### src/rtl/hpv_pkg.sv
`default_nettype none

package hpv_pkg;

  // Item field widths.
  localparam int AMP_BITS      = 16;
  localparam int PHASE_IN_BITS = 16;

  // Internal phase resolution: one turn is 2**PHASE_BITS.
  localparam int PHASE_BITS = 16;

  // Harmonics beyond this many in one frame are ignored.
  localparam int MAX_HARMONICS = 64;
  localparam int HARM_LIMIT    = (MAX_HARMONICS < 127) ? MAX_HARMONICS : 127;
  localparam int COUNT_BITS    = 7;

  localparam int SQ_BITS   = 2 * AMP_BITS;
  localparam int FE_BITS   = 40;
  localparam int VOTE_BITS = 18;
  localparam int EBAL_BITS = 56;

  localparam logic [COUNT_BITS-1:0] HARM_LIMIT_C = COUNT_BITS'(HARM_LIMIT);

  localparam logic [PHASE_BITS-1:0] PHASE_QUARTER = PHASE_BITS'(1) << (PHASE_BITS - 2);
  localparam logic [PHASE_BITS-1:0] PHASE_3QUARTER = PHASE_BITS'(3) << (PHASE_BITS - 2);

  localparam logic signed [VOTE_BITS-1:0] VOTE_MAX = {1'b0, {(VOTE_BITS-1){1'b1}}};
  localparam logic signed [VOTE_BITS-1:0] VOTE_MIN = {1'b1, {(VOTE_BITS-1){1'b0}}};
  localparam logic signed [EBAL_BITS-1:0] EBAL_MAX = {1'b0, {(EBAL_BITS-1){1'b1}}};
  localparam logic signed [EBAL_BITS-1:0] EBAL_MIN = {1'b1, {(EBAL_BITS-1){1'b0}}};

  typedef struct packed {
    logic [AMP_BITS-1:0]      amplitude;
    logic [PHASE_IN_BITS-1:0] phase;
    logic                     voiced;
    logic                     last_harmonic;
    logic                     last_frame;
  } item_t;

  // Summary of one finished frame, handed to the segment vote stage.
  typedef struct packed {
    logic               valid;
    logic               up;
    logic               down;
    logic               last_frame;
    logic [FE_BITS-1:0] energy;
  } frame_rec_t;

  // Sign-extend a raw phase and reduce it modulo one turn.
  function automatic logic [PHASE_BITS-1:0] phase_turns(input logic [PHASE_IN_BITS-1:0] raw);
    logic [PHASE_BITS+PHASE_IN_BITS-1:0] ext;
    ext = {{PHASE_BITS{raw[PHASE_IN_BITS-1]}}, raw};
    return ext[PHASE_BITS-1:0];
  endfunction

endpackage

`default_nettype wire

### src/rtl/hpv_frame.sv
`default_nettype none

module hpv_frame (
  input  wire logic               clk,
  input  wire logic               rst,
  input  wire logic               en,
  input  wire logic               item_valid,
  input  wire hpv_pkg::item_t     item,
  output hpv_pkg::frame_rec_t     rec
);

  // Square stage.
  logic                          s1_valid;
  hpv_pkg::item_t                s1;
  logic [hpv_pkg::SQ_BITS-1:0]   sq;

  // Frame accumulators.
  logic [hpv_pkg::FE_BITS-1:0]    frame_energy;
  logic [hpv_pkg::COUNT_BITS-1:0] harmonic_count;
  logic [hpv_pkg::PHASE_IN_BITS-1:0] first_phase;
  logic [hpv_pkg::PHASE_IN_BITS-1:0] second_phase;

  logic                             take;
  logic [hpv_pkg::COUNT_BITS-1:0]   count_next;
  logic [hpv_pkg::FE_BITS:0]        fe_sum;
  logic [hpv_pkg::FE_BITS-1:0]      fe_next;
  logic [hpv_pkg::PHASE_IN_BITS-1:0] second_eff;
  logic [hpv_pkg::PHASE_BITS-1:0]   p1;
  logic [hpv_pkg::PHASE_BITS-1:0]   p2;
  logic [hpv_pkg::PHASE_BITS-1:0]   alpha;
  logic                             vote_en;
  logic                             near_zero;
  logic                             near_half;

  always_ff @(posedge clk) begin
    if (rst) begin
      s1_valid <= 1'b0;
    end else if (en) begin
      s1_valid <= item_valid;
    end
    if (en) begin
      s1 <= item;
      sq <= item.amplitude * item.amplitude;
    end
  end

  always_comb begin
    take       = harmonic_count < hpv_pkg::HARM_LIMIT_C;
    count_next = take ? harmonic_count + hpv_pkg::COUNT_BITS'(1) : harmonic_count;
    fe_sum     = {1'b0, frame_energy} + (hpv_pkg::FE_BITS + 1)'(sq);
    if (!take) begin
      fe_next = frame_energy;
    end else if (fe_sum[hpv_pkg::FE_BITS]) begin
      fe_next = '1;
    end else begin
      fe_next = fe_sum[hpv_pkg::FE_BITS-1:0];
    end
    // The second harmonic may arrive on the very item that closes the frame.
    second_eff = (take && harmonic_count == hpv_pkg::COUNT_BITS'(1)) ? s1.phase : second_phase;
    p1         = hpv_pkg::phase_turns(first_phase);
    p2         = hpv_pkg::phase_turns(second_eff);
    alpha      = {p1[hpv_pkg::PHASE_BITS-2:0], 1'b0} - p2;
    near_zero  = (alpha < hpv_pkg::PHASE_QUARTER) || (alpha > hpv_pkg::PHASE_3QUARTER);
    near_half  = (alpha > hpv_pkg::PHASE_QUARTER) && (alpha < hpv_pkg::PHASE_3QUARTER);
    vote_en    = s1.voiced && (count_next >= hpv_pkg::COUNT_BITS'(2));
  end

  always_ff @(posedge clk) begin
    if (rst) begin
      frame_energy   <= '0;
      harmonic_count <= '0;
      rec.valid      <= 1'b0;
    end else if (en) begin
      rec.valid <= s1_valid && s1.last_harmonic;
      if (s1_valid) begin
        if (s1.last_harmonic) begin
          frame_energy   <= '0;
          harmonic_count <= '0;
        end else begin
          frame_energy   <= fe_next;
          harmonic_count <= count_next;
        end
      end
    end
    if (en) begin
      rec.up         <= vote_en && near_zero;
      rec.down       <= vote_en && near_half;
      rec.last_frame <= s1.last_frame;
      rec.energy     <= fe_next;
      if (s1_valid && take && harmonic_count == '0) begin
        first_phase <= s1.phase;
      end
      if (s1_valid && take && harmonic_count == hpv_pkg::COUNT_BITS'(1)) begin
        second_phase <= s1.phase;
      end
    end
  end

`ifndef SYNTHESIS
  a_count_bound: assert property (@(posedge clk) disable iff (rst)
    harmonic_count <= hpv_pkg::HARM_LIMIT_C)
    else $error("harmonic count beyond limit");

  a_frame_clear: assert property (@(posedge clk) disable iff (rst)
    (en && s1_valid && s1.last_harmonic) |=> (harmonic_count == '0 && frame_energy == '0))
    else $error("frame accumulators not cleared at end of frame");

  a_one_direction: assert property (@(posedge clk) disable iff (rst)
    rec.valid |-> !(rec.up && rec.down))
    else $error("frame voted both ways");
`endif

endmodule

`default_nettype wire

### src/rtl/hpv_segment.sv
`default_nettype none

module hpv_segment (
  input  wire logic                                 clk,
  input  wire logic                                 rst,
  input  wire logic                                 en,
  input  wire hpv_pkg::frame_rec_t                  rec,
  output logic                                      out_valid,
  output logic                                      inverted,
  output logic signed [hpv_pkg::VOTE_BITS-1:0]      vote_total,
  output logic signed [hpv_pkg::EBAL_BITS-1:0]      energy_total
);

  logic signed [hpv_pkg::VOTE_BITS-1:0] vote_sum;
  logic signed [hpv_pkg::EBAL_BITS-1:0] energy_balance;
  logic signed [hpv_pkg::VOTE_BITS-1:0] vote_next;
  logic signed [hpv_pkg::EBAL_BITS-1:0] ebal_next;
  logic [hpv_pkg::EBAL_BITS:0]          bal_ext;
  logic [hpv_pkg::EBAL_BITS:0]          e_ext;
  logic [hpv_pkg::EBAL_BITS:0]          bal_sum;
  logic                                 bal_ovf;
  logic                                 neg_next;

  always_comb begin
    bal_ext = {energy_balance[hpv_pkg::EBAL_BITS-1], energy_balance};
    e_ext   = (hpv_pkg::EBAL_BITS + 1)'(rec.energy);
    bal_sum = rec.down ? bal_ext - e_ext : bal_ext + e_ext;
    bal_ovf = bal_sum[hpv_pkg::EBAL_BITS] != bal_sum[hpv_pkg::EBAL_BITS-1];

    vote_next = vote_sum;
    ebal_next = energy_balance;
    if (rec.down) begin
      if (vote_sum != hpv_pkg::VOTE_MIN) begin
        vote_next = vote_sum - hpv_pkg::VOTE_BITS'(1);
      end
      ebal_next = bal_ovf ? hpv_pkg::EBAL_MIN : bal_sum[hpv_pkg::EBAL_BITS-1:0];
    end else if (rec.up) begin
      if (vote_sum != hpv_pkg::VOTE_MAX) begin
        vote_next = vote_sum + hpv_pkg::VOTE_BITS'(1);
      end
      ebal_next = bal_ovf ? hpv_pkg::EBAL_MAX : bal_sum[hpv_pkg::EBAL_BITS-1:0];
    end

    // Vote sign decides first, then energy sign; a full tie is positive.
    neg_next = vote_next[hpv_pkg::VOTE_BITS-1] ||
               (vote_next == '0 && ebal_next[hpv_pkg::EBAL_BITS-1]);
  end

  always_ff @(posedge clk) begin
    if (rst) begin
      vote_sum       <= '0;
      energy_balance <= '0;
      out_valid      <= 1'b0;
    end else if (en) begin
      out_valid <= rec.valid && rec.last_frame;
      if (rec.valid) begin
        if (rec.last_frame) begin
          vote_sum       <= '0;
          energy_balance <= '0;
        end else begin
          vote_sum       <= vote_next;
          energy_balance <= ebal_next;
        end
      end
    end
    if (en && rec.valid && rec.last_frame) begin
      inverted     <= neg_next;
      vote_total   <= vote_next;
      energy_total <= ebal_next;
    end
  end

`ifndef SYNTHESIS
  a_segment_clear: assert property (@(posedge clk) disable iff (rst)
    (en && rec.valid && rec.last_frame) |=> (vote_sum == '0 && energy_balance == '0))
    else $error("segment sums not cleared after result");

  a_decision: assert property (@(posedge clk) disable iff (rst)
    out_valid |-> (inverted == (vote_total[hpv_pkg::VOTE_BITS-1] ||
                                (vote_total == '0 && energy_total[hpv_pkg::EBAL_BITS-1]))))
    else $error("polarity flag disagrees with totals");
`endif

endmodule

`default_nettype wire

### src/rtl/harmonic_polarity_vote_top.sv
// Harmonic polarity vote: decides speech polarity from harmonic phases.
// Input channel (in_valid/in_ready) carries one harmonic per beat: amplitude,
// phase (65536 = one turn), voiced, last_harmonic and last_frame. Frames end
// on last_harmonic; the frame that also carries last_frame ends the segment.
// Output channel (out_valid/out_ready) carries one beat per segment, raised
// by the closing harmonic: inverted (1 = add half a turn to voiced phases),
// vote_total and energy_total, both saturated signed sums.
// Throughput is one beat per cycle while the receiver does not stall. The
// pipeline is an input register, a squaring register, a frame accumulator
// stage and the result register, which a closing beat passes in that order.
// The whole pipeline advances together whenever the result register is
// empty or being taken; when the receiver stalls with a result pending,
// in_ready drops and every stage holds. Beats that cause no result never
// occupy the result register.
// Synchronous reset clears all valid flags, the frame accumulators and the
// segment sums; no clearing pass is needed afterward.
`default_nettype none

module harmonic_polarity_vote_top (
  input  wire logic                                     clk,
  input  wire logic                                     rst,
  input  wire logic                                     in_valid,
  output logic                                          in_ready,
  input  wire logic [hpv_pkg::AMP_BITS-1:0]             amplitude,
  input  wire logic signed [hpv_pkg::PHASE_IN_BITS-1:0] phase,
  input  wire logic                                     voiced,
  input  wire logic                                     last_harmonic,
  input  wire logic                                     last_frame,
  output logic                                          out_valid,
  input  wire logic                                     out_ready,
  output logic                                          inverted,
  output logic signed [hpv_pkg::VOTE_BITS-1:0]          vote_total,
  output logic signed [hpv_pkg::EBAL_BITS-1:0]          energy_total
);

  // Global advance: the result register is free or is being emptied.
  logic                en;
  logic                s0_valid;
  hpv_pkg::item_t      s0;
  hpv_pkg::frame_rec_t rec;

  assign en       = !out_valid || out_ready;
  assign in_ready = en;

  // Input register: captures the accepted beat.
  always_ff @(posedge clk) begin
    if (rst) begin
      s0_valid <= 1'b0;
    end else if (en) begin
      s0_valid <= in_valid;
    end
    if (en && in_valid) begin
      s0.amplitude     <= amplitude;
      s0.phase         <= phase;
      s0.voiced        <= voiced;
      s0.last_harmonic <= last_harmonic;
      s0.last_frame    <= last_frame;
    end
  end

  hpv_frame u_frame (
    .clk        (clk),
    .rst        (rst),
    .en         (en),
    .item_valid (s0_valid),
    .item       (s0),
    .rec        (rec)
  );

  hpv_segment u_segment (
    .clk          (clk),
    .rst          (rst),
    .en           (en),
    .rec          (rec),
    .out_valid    (out_valid),
    .inverted     (inverted),
    .vote_total   (vote_total),
    .energy_total (energy_total)
  );

endmodule

`default_nettype wire
### config.mk
export PLATFORM = sky130hd
export DESIGN_NAME = harmonic_polarity_vote_top
export DESIGN_NICKNAME = d
export VERILOG_FILES = /design/src/rtl/hpv_pkg.sv /design/src/rtl/hpv_frame.sv /design/src/rtl/hpv_segment.sv /design/src/rtl/harmonic_polarity_vote_top.sv
export SDC_FILE = /design/constraint.sdc
export NUM_CORES = 1
export LEC_CHECK = 0
export ABC_AREA = 0
export BUFFER_PORTS_ARGS = -buffer_cell sky130_fd_sc_hd__buf_2
export CORE_MARGIN = 2
export CORE_UTILIZATION = 40
export DETAILED_ROUTE_END_ITERATION = 10
export PLACE_DENSITY = 0.52
export SLEW_MARGIN = 25
export SYNTH_ARGS = -nofsm -noshare
export SYNTH_HDL_FRONTEND = slang
export SYNTH_SLANG_ARGS = --single-unit
### constraint.sdc
create_clock -name clk -period 10.35 [get_ports clk]
set_clock_uncertainty 0.15 [all_clocks]
set_input_delay 1.035 -clock clk [delete_from_list [all_inputs] [get_ports clk]]
set_output_delay 1.035 -clock clk [all_outputs]
set_load 0.05 [all_outputs]
==> metrics, run 1 <==
outcome finished, final reports clean; largest net degree at the start of global routing 66; post-synthesis mux area share 0.978%; Die Span X 269 um; Slew @ Worst Pin 1040 ps; Worst VDD drop 0.000196 V; routed len/inst 18.6 um; vias in the first global route 21400; Final Cycle Share 80.9%; critical path class reg2reg; top cell type's share of synthesized area 25.1%; IO Port Bufs 115; Critical Path Sink Type flop; Worst-path clk slew 60 ps; Netlist cell types 86; RSZ-0062 raised after global routing false; Clock Latency Late Sink 590 ps; top_reg_cell synth edfxtp_1; Syn Nets 3371; Worst Path Max Fanout 19; Fmax 119 MHz; FF-to-FF End u_segment.energy_balance[53]; Worst Path Arrival 8760 ps; Compound-Gate Fraction of Synth Area 18.5%; final HPWL from detailed placement 55.8 mm; #FFs+latches synth 359; Post-CTS Resized 0; Starting Density 40.2%; startpoint types flop; hold_sp s0[4]; clk buf depth 3; ranking of synthesized cells by area edfxtp_1 (25%), fa_1 (12%), ha_1 (9.4%), dfxtp_1 (8.9%), inv_1 (4.2%); DRT Pass-1 Iters 5; number of enable flip-flop cells after synthesis 234; Slew Limit Fails 0; Synth Warn # 0; number of remaining DRC errors 0; final setup fails 0; Core Box Area 69700 um^2; via count 21500; Rel. slew slack 30.8%; sequential share of the synthesized area 34.0%; commonest cells after routing, fill and taps aside inv_1 (309), edfxtp_1 (234), nor2_1 (221); Die Y 269 um; hold-critical path depth 0; hold-fix buffers at CTS 0; CP max-delay cell clkinv_1; Post-synth ARST share 0%; Synth Area in Simple Gates 13.7%; global-route wire length before repair 118 mm; CTS root buffer clkbuf_16; Multi-input gate area 16800 um^2; Top Ports 116; # Max-Cap Violations 0; FP Rows 97; layout cell share with drive strength beyond 1 8.52%; Avg Cell Area, Syn 9.49 um^2; Reg area 9530 um^2; worst r2r path cells 28; Static Leakage 13.6 nW; Syn Inst Count 2954; Post-Synthesis Cell Area 28000 um^2; Filler cells 6762; GPL Wtd Cong 0.921; gr ovfl total 0; xor and xnor fraction of the mapped netlist area 5.19%; Post-Route Setup TNS 0 ps; Pwr per Cell Area 243 nW/um^2; CTS tree done; largest stage delay on the critical path 570 ps; gr usage total 20.6%; Post-Route WL 74.0 mm; Crit Reg-Reg Startpoint u_frame.rec[6]; HP Class reg2reg; CTS buffer count 44; antenna diode count 0; setup bufs post-CTS 0; dominant cell type by area after synthesis edfxtp_1; Vias/cell 5.41; nets@finish 3410; reg-to-reg slack, setup 1970 ps; antenna-violating nets left 0; Syn-to-layout area delta 10.5%; utilization after layout 44.4%; Period minus WS final 8380 ps; die area 72200 um^2; worst path required time 10730 ps; commonest non-fill, non-tap cell in the layout inv_1; largest family of logic cells by synthesized area adder cells; Final Hold Viols 0; antenna violations before repair 0; clk sink count 359; DR iter-0 viols 1266; Synth Area in Adders 21.4%; WHS Endpoint u_frame.s1[4]; H-Tree Level Count 2
layout make-up:
cell class	count	share of cell area, %
clock buffers	56	3.84
clock inverters	26	1.09
inverters	311	3.77
multi-input cells	2137	54.3
flip-flops and latches	359	30.8
well taps	940	3.80
repair buffers	140	2.47
per-stage QoR:
step | instance area (um^2) | hold slack (ps) | total power [mW] | std cells | setup slack [ps]
after floorplan | 28000 | 250 | 5.09 | 2954 | 3510
after global placement | 29400 | 254 | 5.88 | 3887 | 1950
after detailed placement | 29400 | 255 | 5.94 | 3887 | 1840
after CTS | 30900 | 266 | 7.62 | 3969 | 1790
after global routing | 31000 | 279 | 8.25 | 3969 | 1400
final | 31000 | 266 | 7.51 | 3969 | 1970
power breakdown:
part	total (mW)	switching (mW)	internal, mW
Sequential	1.98	0.116	1.87
Combinational	3.91	2.23	1.67
Clock	1.63	0.652	0.974
Total	7.51	3.00	4.51
registers in the layout, summed over array words and instances, names as in the netlist:
signal                    count
u_segment.out_valid           1
u_segment.vote_sum           18
u_frame.first_phase          15
u_frame.s1_valid              1
u_segment.energy_total       56
s0_valid                      1
u_frame.sq                   31
u_frame.rec                  44
u_frame.second_phase         16
u_segment.inverted            1
u_frame.harmonic_count        7
u_frame.frame_energy         40
u_segment.energy_balance     56
u_frame.s1                   19
s0                           35
u_segment.vote_total         18
worst max-delay path by stage:
stage | start | end
after floorplan | out_ready | u_segment.energy_total[0]
after global placement | u_frame.rec[14] | u_segment.energy_balance[50]
after detailed placement | u_frame.rec[14] | u_segment.energy_balance[53]
after CTS | u_frame.rec[14] | u_segment.energy_balance[53]
after global routing | u_frame.rec[2] | u_segment.energy_balance[53]
final | u_frame.rec[6] | u_segment.energy_balance[53]
per-layer routing:
layer / wire [um] / vias to the layer above / share of wire [%] / track usage (%)
met1: 35200 / 10400 / 48 / 28.6
met2: 34200 / 423 / 46 / 33.9
li1: - / 10600 / - / -
met5: 0 / - / 0 / 0
met4: 1810 / 0 / 2.4 / 5.89
met3: 2740 / 100 / 3.7 / 2.26
critical path: cells and delay by family, from the launching register on:
kind	cells	cell delay (ps)
buf+inv	2	800
mux	1	100
xor+xnor	1	160
flops	1	430
compound gates	11	2350
fa+ha+maj	2	780
simple gates	11	3540
cell families (layout without fill, tap and decap cells):
family          after synthesis  after routing
simple gates                795            795
compound gates              771            771
fa+ha+maj                   378            378
xor+xnor                    166            166
flops                       359            359
mux                          27             27
buf+inv                     458            533
cell usage after synthesis, drive strengths merged (17+ instances only):
cell type  instances
inv              310
edfxtp           234
nor2             224
nand2            219
a21oi            218
ha               211
fa               167
clkbuf           139
dfxtp            125
xnor2            119
o21ai            112
a21o              75
and2              66
nor3              54
xor2              47
a22oi             43
a22o              40
nand3             36
nand4             35
a31oi             28
and3              28
nor2b             26
o22ai             25
a211oi            24
mux2i             24
o21a              23
o211ai            22
or3               20
nand2b            19
a2bb2oi           17
nor4              17
No activity file was read; power rests on OpenSTA's default activity.
==> run 2, diff against run 1 <==
--- a/config.mk
+++ b/config.mk
@@ -5,7 +5,7 @@
 export SDC_FILE = /design/constraint.sdc
 export NUM_CORES = 1
 export LEC_CHECK = 0
-export ABC_AREA = 0
+export ABC_AREA = 1
 export BUFFER_PORTS_ARGS = -buffer_cell sky130_fd_sc_hd__buf_2
 export CORE_MARGIN = 2
 export CORE_UTILIZATION = 40
==> constraint.sdc (replaced) <==
create_clock -name clk -period 7.9 [get_ports clk]
set_clock_uncertainty 0.15 [all_clocks]
set_input_delay 0.79 -clock clk [delete_from_list [all_inputs] [get_ports clk]]
set_output_delay 0.79 -clock clk [all_outputs]
set_load 0.05 [all_outputs]
==> metrics, run 2 <==
outcome finished, final reports clean; Pwr per Cell Area 299 nW/um^2; DRT Pass-1 Iters 5; GPL Wtd Cong 0.998; CP max-delay cell edfxtp_1; dominant cell type by area after synthesis edfxtp_1; top-count cell post-synth nand2_1; startpoint types flop; placed insts 5168; clk sink count 359; Post-synth ARST share 0%; #FFs+latches synth 359; Top Registers u_segment.energy_balance (56), u_segment.energy_total (56), u_frame.rec (44); IO Port Bufs 115; design area 34100 um^2; Clock Latency Late Sink 610 ps; top cell type's share of synthesized area 22.7%; DR iter-0 viols 1424; HP Class in2reg; Syn-to-layout area delta 10.0%; Final Instance Count excl. Fillers 5251; commonest cells after routing, fill and taps aside nand2_1 (1055), inv_1 (677), nor2_1 (332); via count 26000; Final Hold Viols 0; Starting Density 40.2%; commonest non-fill, non-tap cell in the layout nand2_1; FP Rows 102; Synth Warn # 0; antenna violations before repair 0; Die Span X 282 um; final HPWL from detailed placement 67.8 mm; Slew @ Worst Pin 1000 ps; Syn Inst Count 4119; worst path required time 8070 ps; vias in the first global route 26300; RSZ-0062 raised after global routing false; top_reg_cell synth edfxtp_1; sequential share of the synthesized area 30.8%; Post-Route WL 87.3 mm; Cell Area, Placed 32500 um^2; # Max-Cap Violations 0; number of remaining DRC errors 0; Rel. slew slack 32.9%; ranking of synthesized cells by area edfxtp_1 (23%), nand2_1 (13%), fa_1 (11%), ha_1 (8.5%), inv_1 (8.2%); Post-Route Setup TNS 0 ps; nets@finish 4592; Post-CTS Resized 0; global-route wire length before repair 140 mm; Final WS setup 1430 ps; Die Y 282 um; Worst Path Arrival 6640 ps; Vias/cell 4.96; top post-synthesis cells by count nand2_1 (1056), inv_1 (680), nor2_1 (338); gr ovfl total 0; critical path class reg2reg; final setup fails 0; setup bufs post-CTS 0; largest net degree at the start of global routing 75; Fmax 155 MHz; layout cell share with drive strength beyond 1 7.36%; Core Box Area 77100 um^2; Syn Nets 4536; H-Tree Level Count 2; Static Leakage 16.3 nW; Slew Limit Fails 0; antenna-violating nets left 0; Top Ports 116; Period minus WS final 6470 ps; CTS root buffer clkbuf_16; met3 Resource Use GR 2.29%; CP delay by family, top adder cells; Final Cycle Share 81.9%; gr usage total 22.2%; hold-fix buffers at CTS 0; GR peak layer met2; Worst Path Max Fanout 17; CTS buffer count 45; clk buf depth 3; routed len/inst 16.6 um; antenna diode count 0; Worst-path clk slew 60 ps; Worst path most repeated cell fa_1; Filler cells 8016; CP cell instances nand2_1, fa_1, inv_1, fa_1, fa_1, fa_1, fa_1, inv_1, fa_1, inv_1, ha_1, nand2_1, nor4_1, nand3_1, nand3_1, a31o_2, nand2_1, nand2_1, xor2_1; largest stage delay on the critical path 850 ps; die area 79700 um^2; M2 GR Usage 37.5%; Worst VDD drop 0.000310 V; Netlist cell types 61; Avg Cell Area, Syn 7.52 um^2; CTS tree done; total power 10.2 mW; number of enable flip-flop cells after synthesis 234; CP bufs+invs 3; Setup WS pre-CTS 1430 ps; met1 Usage GRT 29.2%; Critical Path Sink Type flop; Post-Synthesis Cell Area 31000 um^2
[run 2: cell types whose count changed after synthesis, sizes merged, moves of 58 or more]
cell	delta
o21ai	+120
and2	-60
xnor2	-77
a21oi	+101
nand2	+843
xor2	+58
a21o	-68
nand3	+158
inv	+381
nor2	+123
[run 2: cell type report]
class                   count  area, um^2  area share (%)
repair buffers            132         713            2.09
well taps                1040        1300            3.82
multi-input cells        2944       18400            53.9
inverters                 693        2600            7.64
flip-flops and latches    359        9530            28.0
clock inverters            26         324           0.951
clock buffers              57        1230            3.61
[run 2: cell families after synthesis]
family,share of synthesized area (%)
AOI/OAI and AO/OA,11.3
xor gates and xnor gates,4.15
adders and majority gates,19.3
buffers and inverters,10.0
DFF,30.8
muxes,0.521
and+or+nand+nor,24.0
[run 2: where the power goes]
group,internal (mW),switching [mW],leakage (nW)
registers,2.45,0.165,3.34
logic,2.05,3.37,12.2
clock network,1.28,0.876,0.752
[run 2: routing by layer]
metal	wire (um)	vias to the layer above	share of wire, %
met4	3610	0	4.1
met5	0	-	0
li1	-	13300	-
met3	3150	173	3.6
met2	40100	540	46
met1	40400	12000	46
[run 2: final timing paths]
path / from / to / slack (ps) / depth (start not counted)
max reg2reg: s0[23] / u_frame.sq[29] / 1430 / 19
max: s0[23] / u_frame.sq[29] / 1430 / 19
min: last_frame / s0[0] / 220 / 1
min reg2reg: s0[14] / u_frame.s1[14] / 270 / 0
[run 2: worst register-to-register path, stage by stage, from the launching register on]
cell,delay [ps]
edfxtp_1,850
nand2_1,250
fa_1,580
inv_1,50
fa_1,500
fa_1,520
fa_1,530
fa_1,540
inv_1,50
fa_1,530
inv_1,40
ha_1,380
nand2_1,130
nor4_1,380
nand3_1,130
nand3_1,210
a31o_2,220
nand2_1,50
nand2_1,60
xor2_1,60
[run 2: per-stage QoR]
stage	hold slack, ps	util (%)
global route	185	44.2
global placement	253	42.2
floorplan	250	-
CTS	175	44.2
detailed placement	256	42.2
finish	215	44.2
